[src/rtl/stq_pkg.sv]
// Shared types and constants for the sorted timer queue.
// Used by the top level, the add/subtract unit and the checker; it depends on nothing else.
package stq_pkg;

  localparam int TIMER_SLOTS = 16;
  localparam int SLOT_W      = $clog2(TIMER_SLOTS);
  localparam int CNT_W       = $clog2(TIMER_SLOTS + 1);
  localparam int HANDLE_W    = 4;
  localparam int TIME_W      = 32;
  localparam int TARGET_W    = 16;
  localparam int USER_W      = 32;
  localparam int DATA_W      = TARGET_W + USER_W;

  localparam logic [TIME_W-1:0] DUE_LIMIT       = 32'd3221225469;
  localparam logic [TIME_W-1:0] NO_TIMER        = 32'hFFFF_FFFF;
  localparam logic [TIME_W-1:0] MAX_TIMEOUT_RST = 32'd3221225469;

  typedef enum logic [1:0] {
    ACT_SET    = 2'd0,
    ACT_RESET  = 2'd1,
    ACT_CANCEL = 2'd2,
    ACT_EXPIRE = 2'd3
  } act_t;

  typedef enum logic [1:0] {
    ST_OK        = 2'd0,
    ST_TOO_LARGE = 2'd1,
    ST_FULL      = 2'd2
  } status_t;

  typedef enum logic {
    ALU_ADD = 1'b0,
    ALU_SUB = 1'b1
  } alu_op_t;

  typedef struct packed {
    alu_op_t             op;
    logic [TIME_W-1:0]   a;
    logic [TIME_W-1:0]   b;
  } alu_req_t;

endpackage

[src/rtl/sorted_timer_queue.sv]
// Sorted timer queue top level: sequencer, order list and output register.
// Depends on stq_pkg, stq_ram and stq_alu.
//
// Usage: items arrive on the in_ valid/ready channel, each carrying an action
// (set, reset, cancel or expire) and the current tick. Results leave on the
// out_ valid/ready channel; out_last marks the final result of an item. Set,
// reset and cancel give one result; expire gives one result per fired timer
// and then a final result with the time to the next deadline.
// The block works on one item at a time. in_ready is high only while the
// sequencer is idle, even if the previous final result still waits.
// Steps: a set writes the new deadline, then reads and compares list entries
// one by one during the ordered insertion; a reset of a pending timer first
// searches the list for its entry and removes it. A cancel does the same search
// and removal when the timer is pending. Expire reads and compares the head of
// the list and fires each due timer in turn. The shared add/subtract unit and
// the single read port of the deadline RAM serialize these steps.
// Reset empties the queue, frees all slots and restores max_timeout. When the
// receiver stalls, the sequencer waits before loading the output register.
module sorted_timer_queue (
  input  logic        clk,
  input  logic        rst_n,
  input  logic        cfg_wr_en,
  input  logic [31:0] cfg_wr_data,
  input  logic        in_valid,
  output logic        in_ready,
  input  logic [1:0]  in_action,
  input  logic [31:0] in_now,
  input  logic [3:0]  in_handle,
  input  logic        in_handle_valid,
  input  logic [31:0] in_timeout_ms,
  input  logic [15:0] in_target_id,
  input  logic [31:0] in_user_data,
  output logic        out_valid,
  input  logic        out_ready,
  output logic [1:0]  out_status,
  output logic [3:0]  out_result_handle,
  output logic        out_was_pending,
  output logic        out_fired,
  output logic [15:0] out_fired_target,
  output logic [31:0] out_fired_user_data,
  output logic [31:0] out_next_timeout,
  output logic        out_last
);

  localparam int N      = stq_pkg::TIMER_SLOTS;
  localparam int SLOT_W = stq_pkg::SLOT_W;
  localparam int CNT_W  = stq_pkg::CNT_W;
  localparam int HW     = stq_pkg::HANDLE_W;
  localparam int TW     = stq_pkg::TIME_W;

  typedef enum logic [12:0] {
    S_IDLE     = 13'b0000000000001,
    S_DECODE   = 13'b0000000000010,
    S_FIND     = 13'b0000000000100,
    S_REMOVE   = 13'b0000000001000,
    S_WRITE    = 13'b0000000010000,
    S_WRAP     = 13'b0000000100000,
    S_SCAN_RD  = 13'b0000001000000,
    S_SCAN_CMP = 13'b0000010000000,
    S_INSERT   = 13'b0000100000000,
    S_HEAD_RD  = 13'b0001000000000,
    S_HEAD_CMP = 13'b0010000000000,
    S_FIRE     = 13'b0100000000000,
    S_FINAL    = 13'b1000000000000
  } state_t;

  state_t state_r, state_nxt;

  logic [TW-1:0]                 max_timeout_r;
  stq_pkg::act_t                 act_r;
  logic [TW-1:0]                 now_r;
  logic [HW-1:0]                 handle_r;
  logic                          hvalid_r;
  logic [TW-1:0]                 tmo_r;
  logic [stq_pkg::TARGET_W-1:0]  tgt_r;
  logic [stq_pkg::USER_W-1:0]    usr_r;

  logic [SLOT_W-1:0] ol_r [N];
  logic [SLOT_W-1:0] ol_nxt [N];
  logic [CNT_W-1:0]  cnt_r, cnt_nxt;
  logic              wrap_present_r, wrap_present_nxt;
  logic [CNT_W-1:0]  wrap_pos_r, wrap_pos_nxt;
  logic [N-1:0]      used_r, used_nxt;

  logic [SLOT_W-1:0]  slot_r, slot_nxt;
  logic               pending_r, pending_nxt;
  stq_pkg::status_t   status_r, status_nxt;
  logic [HW-1:0]      res_handle_r, res_handle_nxt;
  logic [TW-1:0]      dl_new_r, dl_new_nxt;
  logic               wrapped_r, wrapped_nxt;
  logic [CNT_W-1:0]   p_r, p_nxt;
  logic [CNT_W-1:0]   stop_r, stop_nxt;
  logic [TW-1:0]      next_r, next_nxt;

  logic                          out_valid_r, out_valid_nxt;
  stq_pkg::status_t              out_status_r, out_status_nxt;
  logic [HW-1:0]                 out_handle_r, out_handle_nxt;
  logic                          out_pending_r, out_pending_nxt;
  logic                          out_fired_r, out_fired_nxt;
  logic [stq_pkg::TARGET_W-1:0]  out_target_r, out_target_nxt;
  logic [stq_pkg::USER_W-1:0]    out_user_r, out_user_nxt;
  logic [TW-1:0]                 out_next_r, out_next_nxt;
  logic                          out_last_r, out_last_nxt;

  logic                         ram_we;
  logic                         dl_re;
  logic                         dat_re;
  logic [SLOT_W-1:0]            ram_raddr;
  logic [TW-1:0]                dl_rdata;
  logic [stq_pkg::DATA_W-1:0]   dat_rdata;

  stq_pkg::alu_req_t alu_req;
  logic [TW-1:0]     alu_res;
  logic              alu_cout;

  logic [SLOT_W-1:0] free_slot;
  logic              free_found;
  logic [SLOT_W-1:0] handle_slot;
  logic              handle_in_range;
  logic              handle_pending;
  logic              out_free;
  logic              head_due;
  logic              wrapped_now;
  logic [CNT_W-1:0]  wpos_eff;
  logic [SLOT_W-1:0] p_idx;

  stq_alu u_alu (
    .req  (alu_req),
    .res  (alu_res),
    .cout (alu_cout)
  );

  stq_ram #(
    .WIDTH (TW),
    .DEPTH (N)
  ) u_dl_ram (
    .clk   (clk),
    .we    (ram_we),
    .waddr (slot_r),
    .wdata (alu_res),
    .re    (dl_re),
    .raddr (ram_raddr),
    .rdata (dl_rdata)
  );

  stq_ram #(
    .WIDTH (stq_pkg::DATA_W),
    .DEPTH (N)
  ) u_dat_ram (
    .clk   (clk),
    .we    (ram_we),
    .waddr (slot_r),
    .wdata ({tgt_r, usr_r}),
    .re    (dat_re),
    .raddr (ram_raddr),
    .rdata (dat_rdata)
  );

  assign in_ready        = (state_r == S_IDLE);
  assign out_free        = !out_valid_r || out_ready;
  assign handle_slot     = SLOT_W'(32'(handle_r));
  assign handle_in_range = (32'(handle_r) < 32'(N));
  assign handle_pending  = hvalid_r && handle_in_range && used_r[handle_slot];
  assign head_due        = (alu_res == '0) || (alu_res > stq_pkg::DUE_LIMIT);
  assign wrapped_now     = !alu_cout;
  assign wpos_eff        = (wrapped_now && !wrap_present_r) ? cnt_r : wrap_pos_r;
  assign p_idx           = p_r[SLOT_W-1:0];

  always_comb begin
    free_slot  = '0;
    free_found = 1'b0;
    for (int i = N - 1; i >= 0; i--) begin
      if (!used_r[i]) begin
        free_slot  = SLOT_W'(i);
        free_found = 1'b1;
      end
    end
  end

  always_comb begin
    state_nxt        = state_r;
    ol_nxt           = ol_r;
    cnt_nxt          = cnt_r;
    wrap_present_nxt = wrap_present_r;
    wrap_pos_nxt     = wrap_pos_r;
    used_nxt         = used_r;
    slot_nxt         = slot_r;
    pending_nxt      = pending_r;
    status_nxt       = status_r;
    res_handle_nxt   = res_handle_r;
    dl_new_nxt       = dl_new_r;
    wrapped_nxt      = wrapped_r;
    p_nxt            = p_r;
    stop_nxt         = stop_r;
    next_nxt         = next_r;
    out_valid_nxt    = out_valid_r && !out_ready;
    out_status_nxt   = out_status_r;
    out_handle_nxt   = out_handle_r;
    out_pending_nxt  = out_pending_r;
    out_fired_nxt    = out_fired_r;
    out_target_nxt   = out_target_r;
    out_user_nxt     = out_user_r;
    out_next_nxt     = out_next_r;
    out_last_nxt     = out_last_r;
    alu_req          = '{op: stq_pkg::ALU_SUB, a: '0, b: '0};
    ram_we           = 1'b0;
    dl_re            = 1'b0;
    dat_re           = 1'b0;
    ram_raddr        = ol_r[0];

    case (state_r)
      S_IDLE: begin
        if (in_valid) begin
          state_nxt = S_DECODE;
        end
      end
      S_DECODE: begin
        alu_req        = '{op: stq_pkg::ALU_SUB, a: max_timeout_r, b: tmo_r};
        slot_nxt       = handle_slot;
        pending_nxt    = 1'b0;
        status_nxt     = stq_pkg::ST_OK;
        res_handle_nxt = '0;
        p_nxt          = '0;
        case (act_r)
          stq_pkg::ACT_EXPIRE: begin
            state_nxt = S_HEAD_RD;
          end
          stq_pkg::ACT_CANCEL: begin
            res_handle_nxt = handle_r;
            pending_nxt    = handle_pending;
            state_nxt      = handle_pending ? S_FIND : S_HEAD_RD;
          end
          default: begin
            if (act_r == stq_pkg::ACT_RESET && handle_pending) begin
              pending_nxt = 1'b1;
              state_nxt   = S_FIND;
            end else if (!alu_cout) begin
              status_nxt = stq_pkg::ST_TOO_LARGE;
              state_nxt  = S_HEAD_RD;
            end else if (!free_found) begin
              status_nxt = stq_pkg::ST_FULL;
              state_nxt  = S_HEAD_RD;
            end else begin
              slot_nxt  = free_slot;
              state_nxt = S_WRITE;
            end
          end
        endcase
      end
      S_FIND: begin
        if (p_r < cnt_r && ol_r[p_idx] != slot_r) begin
          p_nxt = p_r + 1'b1;
        end else begin
          state_nxt = S_REMOVE;
        end
      end
      S_REMOVE: begin
        if (p_r < cnt_r) begin
          for (int i = 0; i < N - 1; i++) begin
            if (CNT_W'(i) >= p_r) begin
              ol_nxt[i] = ol_r[i+1];
            end
          end
          cnt_nxt = cnt_r - 1'b1;
          if (wrap_present_r && p_r < wrap_pos_r) begin
            wrap_pos_nxt = wrap_pos_r - 1'b1;
          end
        end
        if (act_r == stq_pkg::ACT_CANCEL) begin
          used_nxt[slot_r] = 1'b0;
          state_nxt        = S_HEAD_RD;
        end else begin
          state_nxt = S_WRITE;
        end
      end
      S_WRITE: begin
        alu_req          = '{op: stq_pkg::ALU_ADD, a: now_r, b: tmo_r};
        ram_we           = 1'b1;
        dl_new_nxt       = alu_res;
        used_nxt[slot_r] = 1'b1;
        res_handle_nxt   = HW'(32'(slot_r));
        state_nxt        = S_WRAP;
      end
      S_WRAP: begin
        alu_req          = '{op: stq_pkg::ALU_SUB, a: dl_new_r, b: now_r};
        wrapped_nxt      = wrapped_now;
        wrap_present_nxt = wrap_present_r || wrapped_now;
        wrap_pos_nxt     = wpos_eff;
        p_nxt            = wrapped_now ? wpos_eff : '0;
        stop_nxt         = (!wrapped_now && wrap_present_r) ? wrap_pos_r : cnt_r;
        state_nxt        = S_SCAN_RD;
      end
      S_SCAN_RD: begin
        if (p_r < stop_r) begin
          dl_re     = 1'b1;
          ram_raddr = ol_r[p_idx];
          state_nxt = S_SCAN_CMP;
        end else begin
          state_nxt = S_INSERT;
        end
      end
      S_SCAN_CMP: begin
        alu_req = '{op: stq_pkg::ALU_SUB, a: dl_rdata, b: dl_new_r};
        if (!alu_cout) begin
          p_nxt     = p_r + 1'b1;
          state_nxt = S_SCAN_RD;
        end else begin
          state_nxt = S_INSERT;
        end
      end
      S_INSERT: begin
        for (int i = 1; i < N; i++) begin
          if (CNT_W'(i) > p_r) begin
            ol_nxt[i] = ol_r[i-1];
          end
        end
        for (int i = 0; i < N; i++) begin
          if (CNT_W'(i) == p_r) begin
            ol_nxt[i] = slot_r;
          end
        end
        cnt_nxt = cnt_r + 1'b1;
        if (!wrapped_r && wrap_present_r) begin
          wrap_pos_nxt = wrap_pos_r + 1'b1;
        end
        state_nxt = S_HEAD_RD;
      end
      S_HEAD_RD: begin
        if (cnt_r == '0) begin
          next_nxt  = stq_pkg::NO_TIMER;
          state_nxt = S_FINAL;
        end else begin
          dl_re     = 1'b1;
          dat_re    = 1'b1;
          ram_raddr = ol_r[0];
          state_nxt = S_HEAD_CMP;
        end
      end
      S_HEAD_CMP: begin
        alu_req = '{op: stq_pkg::ALU_SUB, a: dl_rdata, b: now_r};
        if (act_r == stq_pkg::ACT_EXPIRE && head_due) begin
          state_nxt = S_FIRE;
        end else begin
          next_nxt  = head_due ? '0 : alu_res;
          state_nxt = S_FINAL;
        end
      end
      S_FIRE: begin
        if (out_free) begin
          out_valid_nxt   = 1'b1;
          out_status_nxt  = stq_pkg::ST_OK;
          out_handle_nxt  = HW'(32'(ol_r[0]));
          out_pending_nxt = 1'b0;
          out_fired_nxt   = 1'b1;
          out_target_nxt  = dat_rdata[stq_pkg::DATA_W-1:stq_pkg::USER_W];
          out_user_nxt    = dat_rdata[stq_pkg::USER_W-1:0];
          out_next_nxt    = '0;
          out_last_nxt    = 1'b0;
          used_nxt[ol_r[0]] = 1'b0;
          for (int i = 0; i < N - 1; i++) begin
            ol_nxt[i] = ol_r[i+1];
          end
          cnt_nxt = cnt_r - 1'b1;
          if (wrap_present_r) begin
            if (wrap_pos_r == '0) begin
              wrap_present_nxt = 1'b0;
            end else begin
              wrap_pos_nxt = wrap_pos_r - 1'b1;
            end
          end
          state_nxt = S_HEAD_RD;
        end
      end
      S_FINAL: begin
        if (out_free) begin
          out_valid_nxt   = 1'b1;
          out_status_nxt  = status_r;
          out_handle_nxt  = res_handle_r;
          out_pending_nxt = pending_r;
          out_fired_nxt   = 1'b0;
          out_target_nxt  = '0;
          out_user_nxt    = '0;
          out_next_nxt    = next_r;
          out_last_nxt    = 1'b1;
          state_nxt       = S_IDLE;
        end
      end
      default: begin
        state_nxt = S_IDLE;
      end
    endcase
  end

  always_ff @(posedge clk) begin
    if (!rst_n) begin
      state_r        <= S_IDLE;
      max_timeout_r  <= stq_pkg::MAX_TIMEOUT_RST;
      cnt_r          <= '0;
      wrap_present_r <= 1'b0;
      wrap_pos_r     <= '0;
      used_r         <= '0;
      out_valid_r    <= 1'b0;
    end else begin
      state_r        <= state_nxt;
      cnt_r          <= cnt_nxt;
      wrap_present_r <= wrap_present_nxt;
      wrap_pos_r     <= wrap_pos_nxt;
      used_r         <= used_nxt;
      out_valid_r    <= out_valid_nxt;
      if (cfg_wr_en) begin
        max_timeout_r <= cfg_wr_data;
      end
    end
  end

  always_ff @(posedge clk) begin
    if (in_valid && in_ready) begin
      act_r    <= stq_pkg::act_t'(in_action);
      now_r    <= in_now;
      handle_r <= in_handle;
      hvalid_r <= in_handle_valid;
      tmo_r    <= in_timeout_ms;
      tgt_r    <= in_target_id;
      usr_r    <= in_user_data;
    end
    ol_r          <= ol_nxt;
    slot_r        <= slot_nxt;
    pending_r     <= pending_nxt;
    status_r      <= status_nxt;
    res_handle_r  <= res_handle_nxt;
    dl_new_r      <= dl_new_nxt;
    wrapped_r     <= wrapped_nxt;
    p_r           <= p_nxt;
    stop_r        <= stop_nxt;
    next_r        <= next_nxt;
    out_status_r  <= out_status_nxt;
    out_handle_r  <= out_handle_nxt;
    out_pending_r <= out_pending_nxt;
    out_fired_r   <= out_fired_nxt;
    out_target_r  <= out_target_nxt;
    out_user_r    <= out_user_nxt;
    out_next_r    <= out_next_nxt;
    out_last_r    <= out_last_nxt;
  end

  assign out_valid           = out_valid_r;
  assign out_status          = out_status_r;
  assign out_result_handle   = out_handle_r;
  assign out_was_pending     = out_pending_r;
  assign out_fired           = out_fired_r;
  assign out_fired_target    = out_target_r;
  assign out_fired_user_data = out_user_r;
  assign out_next_timeout    = out_next_r;
  assign out_last            = out_last_r;

endmodule

[src/rtl/stq_ram.sv]
// Generic single-port-write, single-port-read RAM with registered read data.
// Stands alone; the timer queue uses it for deadlines and timer data.
module stq_ram #(
  parameter int WIDTH = 32,
  parameter int DEPTH = 16
) (
  input  logic                     clk,
  input  logic                     we,
  input  logic [$clog2(DEPTH)-1:0] waddr,
  input  logic [WIDTH-1:0]         wdata,
  input  logic                     re,
  input  logic [$clog2(DEPTH)-1:0] raddr,
  output logic [WIDTH-1:0]         rdata
);

  logic [WIDTH-1:0] mem_r [DEPTH];

  always_ff @(posedge clk) begin
    if (we) begin
      mem_r[waddr] <= wdata;
    end
    if (re) begin
      rdata <= mem_r[raddr];
    end
  end

endmodule

[src/rtl/stq_alu.sv]
// Shared 32-bit add/subtract unit of the timer queue sequencer.
// Depends on stq_pkg for the request struct.
module stq_alu (
  input  stq_pkg::alu_req_t                req,
  output logic [stq_pkg::TIME_W-1:0]       res,
  output logic                             cout
);

  logic [stq_pkg::TIME_W:0]   sum;
  logic [stq_pkg::TIME_W-1:0] b_op;

  // For a subtraction, cout low means a was below b.
  assign b_op = (req.op == stq_pkg::ALU_SUB) ? ~req.b : req.b;
  assign sum  = {1'b0, req.a} + {1'b0, b_op} + {{stq_pkg::TIME_W{1'b0}},
                                                (req.op == stq_pkg::ALU_SUB)};
  assign res  = sum[stq_pkg::TIME_W-1:0];
  assign cout = sum[stq_pkg::TIME_W];

endmodule

[config.mk]
export PLATFORM = sky130hd
export DESIGN_NAME = sorted_timer_queue
export DESIGN_NICKNAME = d
export VERILOG_FILES = /design/src/rtl/stq_pkg.sv /design/src/rtl/sorted_timer_queue.sv /design/src/rtl/stq_ram.sv /design/src/rtl/stq_alu.sv
export SDC_FILE = /design/constraint.sdc
export NUM_CORES = 2
export LEC_CHECK = 0
export ABC_AREA = 0
export BUFFER_PORTS_ARGS = -buffer_cell sky130_fd_sc_hd__buf_4
export CAP_MARGIN = 20
export CORE_MARGIN = 2
export CORE_UTILIZATION = 55
export CTS_BUF_LIST = sky130_fd_sc_hd__clkbuf_8
export CTS_CLUSTER_DIAMETER = 50
export DETAILED_ROUTE_END_ITERATION = 6
export PLACE_DENSITY = 0.76
export SYNTH_ARGS = -nofsm -noshare
export SYNTH_HDL_FRONTEND = slang
export SYNTH_HIERARCHICAL = 1
export SYNTH_SLANG_ARGS = --single-unit
[constraint.sdc]
create_clock -name clk -period 9.74 [get_ports clk]
set_clock_uncertainty 0.1 [all_clocks]
set_input_delay 1.461 -clock clk [delete_from_list [all_inputs] [get_ports clk]]
set_output_delay 1.461 -clock clk [all_outputs]
set_load 0.02 [all_outputs]
---- Yosys cells after proc, flatten, opt, wreduce, memory -nomap -nowiden ----
Memory sizes are Yosys's and may differ from the RTL's. A register that Yosys moved wholly into a read port is not among the register bits.
Cells that the tools add are included.
word-level totals
  bits in registers ....................... 431
  bits in writable memories ............... 1280
  output and inout port bits .............. 91
  word-level logic and storage cells ...... 417
  memories kept ........................... 2
cells by class
  $add $sub $neg .......................... 7
  magnitude comparators ................... 40
  equal/unequal tests ..................... 76
  multiplexer cells ....................... 175
  bitwise operators ....................... 8
  reduce and logical (&&, ||, !) cells .... 61
memory list
  name             depth  bits a word  rd ports  clocked after memory_dff  write ports  RTL line       text
  u_dat_ram.mem_r  16     48           1         1                         1            stq_ram.sv:16  logic [WIDTH-1:0] mem_r [DEPTH];
  u_dl_ram.mem_r   16     32           1         1                         1            stq_ram.sv:16
operators by type and width
  kind                  number
  $pmux 65 s5           1
  $mux 4                73
  $mux 32               7
  $pmux 32 s2           3
  $pmux 60 s3           1
  $pmux 13 s13          1
  $mux 60               2
  $mux 13               6
  $reduce_and 5->1      15
  $mux 5                13
  $mux 16               4
  $ne 2x2->1 const B    30
  $mux 10               5
  $pmux 16 s3           1
  $ne 3x3->1 const B    14
  $eq 4x5->1 const A    8
  $gt 4x5->1 const A    8
  $pmux 5 s4            2
  $ge 4x5->1 const A    7
  $mux 1                35
  $add 32x32->33        1
  $add 33x1->33         1
  $and 16x16->16        2
  $gt 32x32->1 const B  1
  62 further kinds      126

---- Depth between registers and ports, before layout ----
  word-level depth ........................ 21
  gate-level depth with buffers ........... 27
  depth with buffers taken out ............ 25

---- By module ----
The synthesis kept the hierarchy.
by module, submodules not included
  module                times used  cells an instance  area an instance (sq um)  sequential area each (sq um)
  stq_ram at u_dat_ram  1           1242               30171.4                   24503.5
  stq_ram at u_dl_ram   1           838                20155.6                   16335.7
  sorted_timer_queue    1           1635               20028.0                   12211.7
  stq_alu               1           294                2137.0                    0.0

---- Worst setup path after synthesis ----
No wires, ideal clock.
  path type ............................... reg-to-reg
  start ................................... register state_r[7]
  end ..................................... register next_r[0] (enable)
  library setup time ...................... 0.876 ns
  arrival time ............................ 7.623 ns
  data required time ...................... 8.764 ns
  setup slack ............................. 1.142 ns
  cell stages (with the launch flop) ...... 6
  path buffers ............................ 0
  clock period less this slack ............ 8.598 ns
  path through ............................ dfxtp_1 or4_4 nor3_4 nand3b_1 a311oi_1 a211oi_1
between the ends
  cells in the longest elaborated chain, start to end .. 11
  elaborated cells on any way between the ends .. 19
  those cells by class .................... 2 x add/sub; 1 x order compare; 8 x eq/ne; 2 x mux; 1 x bitwise; 5 x reduce/logical
RTL lines
  what                                              RTL line                   text
  start, declared                                   sorted_timer_queue.sv:67   state_t state_r, state_nxt;
  start signal, assigned                            sorted_timer_queue.sv:404  state_r <= state_nxt;
  $eq 13x11->1, or another cell as far along        sorted_timer_queue.sv:211  case (state_r)
  $pmux 65 s5                                       sorted_timer_queue.sv:211
  $not 32->32                                       stq_alu.sv:13              assign b_op = (req.op == stq_pkg::ALU_SUB) ? ~req.b : req.b;
  $mux 32                                           stq_alu.sv:13
  $add 32x32->33                                    stq_alu.sv:14              assign sum = {1'b0, req.a} + {1'b0, b_op} + {{stq_pkg::TIME_W{1'b0}},
  $add 33x1->33                                     stq_alu.sv:14
  $gt 32x32->1 or $logic_not 32->1 (tied branches)  sorted_timer_queue.sv:164  assign head_due = (alu_res == '0) || (alu_res > stq_pkg::DUE_LIMIT);
  $logic_or 1x1->1                                  sorted_timer_queue.sv:164
  $logic_and 1x1->1                                 sorted_timer_queue.sv:341  if (act_r == stq_pkg::ACT_EXPIRE && head_due) begin
  $ne 2x2->1 (no source line)                       --
  $reduce_and 3->1 (no source line) (*)             --
  end signal, assigned                              sorted_timer_queue.sv:435  next_r <= next_nxt;
  end, declared                                     sorted_timer_queue.sv:93   logic [TW-1:0] next_r, next_nxt;
Mark *: on every way between the ends. The rest lies on a longest branch, timed or not.
A chain may end at the register's enable or synchronous reset.

==> metrics.cfg <==
[pwr]
leakage_nw=27.9
vdd_drop_max_mv=0.255
power_density_mw_per_mm2=225

[place]
placedCellCount=5886
place_congestion=0.947
dpl.hpwl_um=102000
placed_cell_area_mm2=0.0767
portBuffers=246
post-place-ws_ns=1.56

[clock_tree]
cts_made_buffers=299
hold_buffers=0
clockRootBuffer=clkbuf_8
clk-insertion-delay-late_ns=1.02
clock-sinks=1791
cts_setup_buffers=0
post_cts_resized=0
cts.path.max_buffers=4
tritoncts=done
h-tree-depth=5
path_clk_slew_ns=0.06

[synth]
synth_area_leader_cell=edfxtp_1
ys_async_sr_fraction_pct=0
ys_seq_elements=1791
synth_area_mm2=0.0725
synth_edf_count=1718
syn_area_per_cell_um2=18.1
ys_types=89
synth_most_common_cell=edfxtp_1
syn_inst=4009
synthFlopType=edfxtp_1
syn_nets=4223
synth_seq_area_share_pct=73.2
netlist_top_cells_count=1718 x edfxtp_1, 343 x mux4_2, 330 x nand2_1, 178 x a22oi_1, 120 x clkbuf_1
netlist_top_cells_area=edfxtp_1 71%, mux4_2 11%, dfxtp_1 2.0%, a22oi_1 1.8%, nand2_1 1.7%
yosysWarnings=6
synth_top_area_share_pct=71.2

[route]
drc=2
vias_per_cell=6.37
ant_nets=0
wl_um=181000
vias=40700
drtPass1Iterations=7
wl_per_cell_um=28.2
dr.first_iter.drc_count=5786

[grt]
track_usage_pct=26.7
grt_max_degree=161
grt-ovfl-total=0
grt_pass1_wl_um=264000
grt_antenna_before_repair=6
grt_pass1_vias=40400

[sta]
fin_crit_sh_pct=86.5
fmax_mhz=119
setup_tns_ns=0
setup_violations=0
period_needed_ns=8.43
rsz0062_at_grt=false
slew_headroom_pct=24.4
finalWorstSetupSlack_ns=1.31
hold_viol=0
worst-slew-pin-transition_ns=1.13
finalMaxSlewViolations=0

[critical_path]
slowest_delay_ns=0.74
cp_max_fo=34
cp-end-kind=flop
crit_top_cell=buf_4
cp_slowest_cell=a211oi_4
critical_path_required_ns=10.25
setup.worst_path.class=reg2reg
cp-start-kind=flop
crit_arrival_ns=8.94

[worst_hold_path]
hold_class=reg2reg

[status]
violations=design-rule violations
status=finished, violations left

[layout]
syn_to_final_growth_pct=12.9
nets=4648
final_core_util_pct=62.4
final_cells=6393
final_area_mm2=0.0819
drive_above_1_share_pct=24.8

[die]
initial_core_util_pct=55.3
io_pins=247
die_width_um=367
dieArea_mm2=0.135
rows=133
core_mm2=0.131
die_y_um=367

[run]
drv_cap=0

cell usage in the layout (no fill, tap or decap), types with 68 or more instances in the layout:
master | Yosys | layout
a22oi_1 | 178 | 178
buf_4 | 29 | 354
clkbuf_8 | 0 | 303
clkinv_1 | 1 | 68
dfxtp_1 | 73 | 73
edfxtp_1 | 1718 | 1718
inv_1 | 51 | 138
mux2i_1 | 104 | 104
mux4_2 | 343 | 343
nand2_1 | 330 | 328
o21ai_0 | 112 | 112
sequential cells by signal, summed over array words and instances, names as in the netlist, 13 cells and up:
name / flops
u_dat_ram/mem_r: 768
ol_r: 64
u_dat_ram/rdata: 48
next_r: 32
state_r: 13
tgt_r: 16
u_dl_ram/mem_r: 512
tmo_r: 32
now_r: 32
u_dl_ram/rdata: 32
used_r: 16
dl_new_r: 32
out_fired_target: 16
usr_r: 32
out_fired_user_data: 32
out_next_timeout: 32
max_timeout_r: 32
report_power, final:
group / switching, W / leakage (nW) / internal [W] / total (W)
clock network: 0.00285 / 2.94 / 0.00299 / 0.00583
logic: 0.00207 / 8.85 / 0.000709 / 0.00278
registers: 0.000200 / 16.1 / 0.00961 / 0.00981
total: 0.00511 / 27.9 / 0.0133 / 0.0184
cells by family after synthesis:
logic type                 after synthesis  share of synthesized area, %
AOI/OAI and AO/OA                      613                          6.00
xor gates and xnor gates                76                         0.918
adders and majority gates               58                          1.03
muxes                                  457                          12.3
and+or+nand+nor                        725                          4.89
buffers and inverters                  289                          1.73
DFF                                   1791                          73.2
routing by layer:
layer	GRT usage [%]	part of all wire, %	up-vias	routed length, um
met3	5.95	11	394	19500
met4	9.45	3.3	6	5930
met2	40.5	46	2568	83700
met1	38.5	40	20700	71400
li1	-	-	17100	-
met5	0	0.019	-	35
cell type report:
cell class	count	area, um2
Fill cell	8937	49300
Tap cell	1755	2200
Inverter	55	208
Multi-Input combinational cell	1929	18600
Sequential cell	1791	53100
Timing Repair Buffer	358	2720
Antenna cell	3	7.51
Clock buffer	303	4170
Clock inverter	199	957
worst max-delay path, delay by kind of cell (launching register included):
family | cells | cell delay (ns)
buf+inv | 6 | 1.51
fa+ha+maj | 1 | 0.42
flops | 1 | 0.34
compound gates | 12 | 3.42
mux | 1 | 0.18
simple gates | 8 | 2.06
through the flow:
step / hold WS (ns) / power [W]
floorplan: 0.342 / 0.0113
global placement: 0.381 / 0.0126
detailed placement: 0.373 / 0.0127
CTS: 0.392 / 0.0184
global route: 0.416 / 0.0190
finish: 0.396 / 0.0184
final timing paths:
path                                                      from  slack [ns]  cells past startpoint                              to
worst max-delay path                   state_r[7]$_SDFFE_PN0P_        1.31                     28        next_r[18]$_SDFFCE_PP1P_
worst min-delay path            max_timeout_r[26]$_SDFFE_PN1P_        0.40                      2  max_timeout_r[26]$_SDFFE_PN1P_
worst max register to register         state_r[7]$_SDFFE_PN0P_        1.31                     28        next_r[18]$_SDFFCE_PP1P_
worst min register to register  max_timeout_r[26]$_SDFFE_PN1P_        0.40                      2  max_timeout_r[26]$_SDFFE_PN1P_
Note: power is estimated with default switching activity, not from simulation.
